`config.mk`:
```
export PLATFORM = sky130hd
export DESIGN_NAME = cht_ram
export DESIGN_NICKNAME = d
export VERILOG_FILES = /design/src/hdl/coalesced_hash_table_top_assert.svh /design/src/hdl/cht_ram.sv
export SDC_FILE = /design/constraint.sdc
export NUM_CORES = 1
export LEC_CHECK = 0
export BUFFER_PORTS_ARGS = -buffer_cell sky130_fd_sc_hd__buf_2
export CAP_MARGIN = 10
export CORE_ASPECT_RATIO = 2
export CORE_MARGIN = 8
export CORE_UTILIZATION = 45
export CTS_BUF_LIST = sky130_fd_sc_hd__clkbuf_16
export DETAILED_ROUTE_END_ITERATION = 6
export PLACE_DENSITY = 0.65
export SLEW_MARGIN = 30
export SYNTH_ARGS = -nofsm -noshare
export SYNTH_HDL_FRONTEND = slang
export SYNTH_SLANG_ARGS = --single-unit
```
`constraint.sdc`:
```
create_clock -name clk -period 2.7 [get_ports clk]
set_input_delay 0.27 -clock clk [delete_from_list [all_inputs] [get_ports clk]]
set_output_delay 0.27 -clock clk [all_outputs]
set_load 0.05 [all_outputs]
```
`src/hdl/coalesced_hash_table_top_assert.svh`:
```
// Assertion macros for the coalesced hash table
`ifndef COALESCED_HASH_TABLE_TOP_ASSERT_SVH
`define COALESCED_HASH_TABLE_TOP_ASSERT_SVH

// hold c in the same cycle whenever a holds
`define CHT_IMPLY(lbl, a, c, msg) \
  lbl: assert property (@(posedge clk) disable iff (rst) (a) |-> (c)) else $error(msg);

// hold c in the cycle after a holds
`define CHT_NEXT(lbl, a, c, msg) \
  lbl: assert property (@(posedge clk) disable iff (rst) (a) |=> (c)) else $error(msg);

`endif

```
`src/hdl/cht_ram.sv`:
```
// Generic single-write, single-read RAM with registered read data
module cht_ram #(
  parameter int WIDTH = 8,
  parameter int DEPTH = 64
) (
  input  logic                     clk,
  input  logic                     we,
  input  logic [$clog2(DEPTH)-1:0] waddr,
  input  logic [WIDTH-1:0]         wdata,
  input  logic [$clog2(DEPTH)-1:0] raddr,
  output logic [WIDTH-1:0]         rdata
);

  logic [WIDTH-1:0] mem [DEPTH];

  always_ff @(posedge clk) begin
    if (we) begin
      mem[waddr] <= wdata;
    end
    rdata <= mem[raddr];
  end

endmodule
```
==> results.toml, run 1 <==
[clocking]
clock_latency_ps = 570
cts_buffers = 45
cts_root_buf = "clkbuf_16"
cts_tree = "yes"
clk_path_buf_depth = 3
clock_sinks = 520
clkTransAtPathRegs_ps = 70
htreeDepth = 2
ctsHoldBuffers = 0
cts_setup_buffers = 0
post_cts_resized = 0

[synthesis]
yosysMostFrequentCell = "edfxtp_1"
synthTopCellsByCount = "512 x edfxtp_1, 126 x mux4_2, 83 x nor2_1"
synth_ff_type = "edfxtp_1"
syn_inst = 940
syn_avg_cell_area_um2 = 21.5
netlist.area_leader.share_pct = 76.2
synth_area_leader_cell = "edfxtp_1"
async_reset_ff_share_pct = 0
synth-seq-area-share_pct = 77.0
syn_nets = 962
yosys-top-cells-area = "edfxtp_1 76%, mux4_2 14%, nor2_1 1.5%"
synth_edf_count = 512
syn-cell-area_um2 = 20200
yosysWarningCount = 0
synth_seq_cells = 520
synth_cell_type_count = 40

[route]
via_count = 9736
drcViolationCount = 0
viasPerCell = 5.79
drt_iter0_drc = 936
routed_wl_mm = 44.2
wl_per_cell_um = 26.3
ant_nets = 0
dr.pass1.iters = 5

[floorplan]
start_util_pct = 45.2
core_um2 = 44600
io_pins = 30
die_h_um = 315
die-area_um2 = 52300
rows = 110
die_w_um = 166

[layout]
syn2layout_area_growth_pct = 15.5
layout.nets = 1106
fillers = 3500
drive_gt1_share_pct = 32.8
final_util_pct = 52.2

[power_and_ir_drop]
power_density_nw_per_um2 = 714
total_power_mw = 16.6
ir_worst_vdd_v = 0.000630
power.leakage_nw = 7.51

[setup_path]
cp_slowest_cell = "mux4_2"
crit_arrival_ps = 2420
required_ps = 3150
worstRegToRegCells = 5
r2r_end = "rdata[4]"
crit_type = "reg -> reg"
reg2reg_slack_ps = 730
worstPathBufferInverterCount = 0
cp_num_cells = 5
crit_path_end = "rdata[4]"
critPathLaunchType = "register"
worstPathCellList = "mux4_2, mux2_2, o221a_2, nor3_1, o32ai_1"
end_kind = "register"
r2r_start = "mem[29][4]"
crit_start = "mem[29][4]"
path_delay_family = "multiplexers"
critPathMaxStageDelay_ps = 480
worstPathMaxFanout = 1

[worst_hold_path]
min_path_type = "in -> reg"

[placed_design]
place_ws_ps = 205
dp_hpwl_mm = 29.0
gp_congestion = 0.808
io_buffers = 29

[grt]
grt_overflow = 0
grt_pass1_vias = 10300
grt_pass1_wl_mm = 67.0
grt_use_total_pct = 17.0
antenna_found_initial = 1
grt_max_degree = 65

[timing]
final.setup.worst_slack_ps = 728
drv_slew = 0
clock.fmax_mhz = 507
worstMarginPinSlew_ps = 728
final.min_clock_period_ps = 1970
relSlewSlack_pct = 51.5
fin_crit_sh_pct = 73.0
fin_setup_tns_ps = 0
rsz0062_at_grt = "false"
hold_ws_ps = 161
finalClockSkew_ps = 31.9
setup_violations = 0
hold_viol_final = 0

[run_status]
outcome = "finished, final reports clean"

[run]
cap_violations = 0
kinds of logic after synthesis:
family / after synthesis / share of synthesized area (%)
compound gates: 54 / 2.07
mux: 162 / 15.9
flops: 520 / 77.0
buf+inv: 51 / 1.57
simple gates: 153 / 3.39
registers in the layout, indices dropped and copies added (netlist names):
register	count
mem	512
rdata	8
worst register-to-register path: stages, from the launching register on:
cell and delay [ps]:
edfxtp_1 390, mux4_2 480, mux2_2 280, o221a_2 270, nor3_1 310, o32ai_1 140
report_power, final:
part	switching [mW]	internal [mW]	total, mW
logic	0.564	0.354	0.918
registers	0.0250	8.93	8.95
clock network	2.89	3.88	6.77
total	3.48	13.2	16.6
area by class of cell:
type | instances | area (um^2) | area share [%]
diodes | 1 | 2.50 | 0.0107
clock buffers | 47 | 1180 | 5.05
clock inverters | 37 | 399 | 1.71
multi-input cells | 369 | 4320 | 18.5
flip-flops and latches | 520 | 15500 | 66.7
well taps | 560 | 701 | 3.01
repair buffers | 148 | 1160 | 5.00
worst min path at each step:
stage / startpoint / to / slack (ps) / depth (start not counted)
6_report: wdata[5] / mem[15][5] / 160 / 1
5_1_grt: raddr[5] / rdata[4] / 160 / 3
4_1_cts: raddr[5] / rdata[4] / 140 / 3
3_5_place_dp: wdata[5] / mem[6][5] / 730 / 1
3_3_place_gp: wdata[5] / mem[6][5] / 710 / 1
2_1_floorplan: wdata[0] / mem[0][0] / 370 / 0
cell usage in the layout (no fill, tap or decap), drive strengths merged, types with 13 or more instances in the layout:
cell type and count:
buf 147, clkbuf 48, clkinv 16, edfxtp 512
mux2 13, mux2i 23, mux4 126, nand2 19
nand3 13, nor2 83, nor2b 14
per-layer routing:
layer  GRT usage [%]  vias to the layer above  wire length (um)
met5               0                        -                 0
met4            5.22                        0              1150
met3            2.76                       60              2670
met2            28.6                      325             22300
met1            22.4                     5139             18100
li1                -                     4212                 -
stage by stage:
stage          instances  instance area, um^2
6_report            1682                23300
2_1_floorplan        940                20200
5_1_grt             1681                23300
4_1_cts             1681                23300
3_5_place_dp        1597                21700
3_3_place_gp        1597                21700
No activity file was read; power rests on OpenSTA's default activity.
==> run 2: changes to the inputs <==
- clock period: 2.7 -> 1.95 ns (I/O delays scaled with it)
==> results.toml, run 2 (same netlist as run 1, synthesis figures left out) <==
[run_status]
outcome = "finished, final reports clean"

[route]
wl_per_cell_um = 25.7
viasPerCell = 5.72
drcViolationCount = 0
routed-wl-met2_mm = 22.2
wl_met3_mm = 2.79
drt-met1-wl_mm = 17.5
via_count = 9836
ant_nets = 0
top_layer_used = "met4"
drt_iter0_drc = 904
routed_wl_mm = 44.2
dr.pass1.iters = 5

[layout]
top_register = "mem"
layout.nets = 1147
final_area_um2 = 23600
largest_reg_flops = 512
drive_gt1_share_pct = 34.2
final_cell_mix = "512 x edfxtp_1, 147 x buf_4, 126 x mux4_2"
syn2layout_area_growth_pct = 17.1
final_cells = 1721
final_common_cell = "edfxtp_1"
reg_top3 = "mem (512), rdata (8)"

[setup_path]
critPathMaxStageDelay_ps = 480
critPathLaunchType = "register"
worstPathCellList = "mux4_2, mux2_2, o221a_2, nor3_2, o32ai_1"
cp_slowest_cell = "mux4_2"
worstPathMaxFanout = 1
required_ps = 2380
worstPathBufferInverterCount = 0
crit_type = "reg -> reg"
path_delay_family = "multiplexers"
crit_arrival_ps = 2340
end_kind = "register"

[grt]
grt_overflow = 0
grt_pass1_vias = 10500
grt_use_total_pct = 17.0
grt_max_degree = 65
antenna_found_initial = 1
grt_pass1_wl_mm = 66.7

[floorplan]
die-area_um2 = 52300
rows = 110
die_h_um = 315
core_um2 = 44600
start_util_pct = 45.2
die_w_um = 166
io_pins = 30

[power_and_ir_drop]
ir_worst_vdd_v = 0.000908
power_density_nw_per_um2 = 965
power.leakage_nw = 7.72
total_power_mw = 22.8

[clocking]
clk_path_buf_depth = 3
htreeDepth = 2
cts_root_buf = "clkbuf_16"
clkTransAtPathRegs_ps = 70
cts_tree = "yes"
cts_buffers = 45
clock_sinks = 520
clock_latency_ps = 560

[worst_hold_path]
min_path_type = "in -> reg"

[timing]
fin_crit_sh_pct = 97.9
hold_viol_final = 0
rsz0062_at_grt = "false"
drv_slew = 0
worstMarginPinSlew_ps = 706
final.setup.worst_slack_ps = 40.9
relSlewSlack_pct = 52.9
final.min_clock_period_ps = 1910
finalClockSkew_ps = 11.6
clock.fmax_mhz = 524
setup_violations = 0
hold_ws_ps = 155

[placed_design]
dp.cells = 1637
place_area_um2 = 22100
io_buffers = 29
place_ws_ps = -354
gp_congestion = 0.811
dp_hpwl_mm = 29.3

[run]
cap_violations = 0
==> run 2: final timing paths <==
check,slack (ps),depth (start not counted),endpoint,startpoint
min,150,1,mem[14][5],wdata[5]
max reg2reg,40,5,rdata[4],mem[29][4]
min reg2reg,840,4,rdata[7],mem[4][7]
max,40,5,rdata[4],mem[29][4]
==> run 2: cell type report <==
| type | instances | area, um^2 |
|---|---|---|
| Timing Repair Buffer | 189 | 1540 |
| Tap cell | 560 | 701 |
| Fill cell | 3471 | 21000 |
| Multi-Input combinational cell | 369 | 4340 |
| Sequential cell | 520 | 15500 |
| Clock inverter | 35 | 320 |
| Clock buffer | 47 | 1180 |
| Antenna cell | 1 | 2.50 |
==> run 2: through the flow <==
stage          utilization, %  setup TNS [ps]
4_1_cts                  52.9               0
6_report                 52.9               0
3_5_place_dp             49.5           -1600
2_1_floorplan               -               0
3_3_place_gp             49.5           -1400
5_1_grt                  52.9               0
==> run 2: where the power goes <==
group	switching, mW	total, mW	internal (mW)
Clock	3.85	9.02	5.17
Sequential	0.0385	12.4	12.4
Combinational	0.799	1.36	0.558
==> run 2: metal layers <==
layer	GRT usage, %	vias to the layer above
met4	6.85	0
met1	21.8	5088
met5	0	-
met2	28.8	368
li1	-	4293
met3	2.39	87
==> run 2: repair_timing <==
item,CTS,global route
gates resized for setup,2,2
hold endpoints to repair,2,0
pin swaps,0,0
endpoints found under the setup margin,2,2
hold buffers,1,0
buffers inserted,0,0
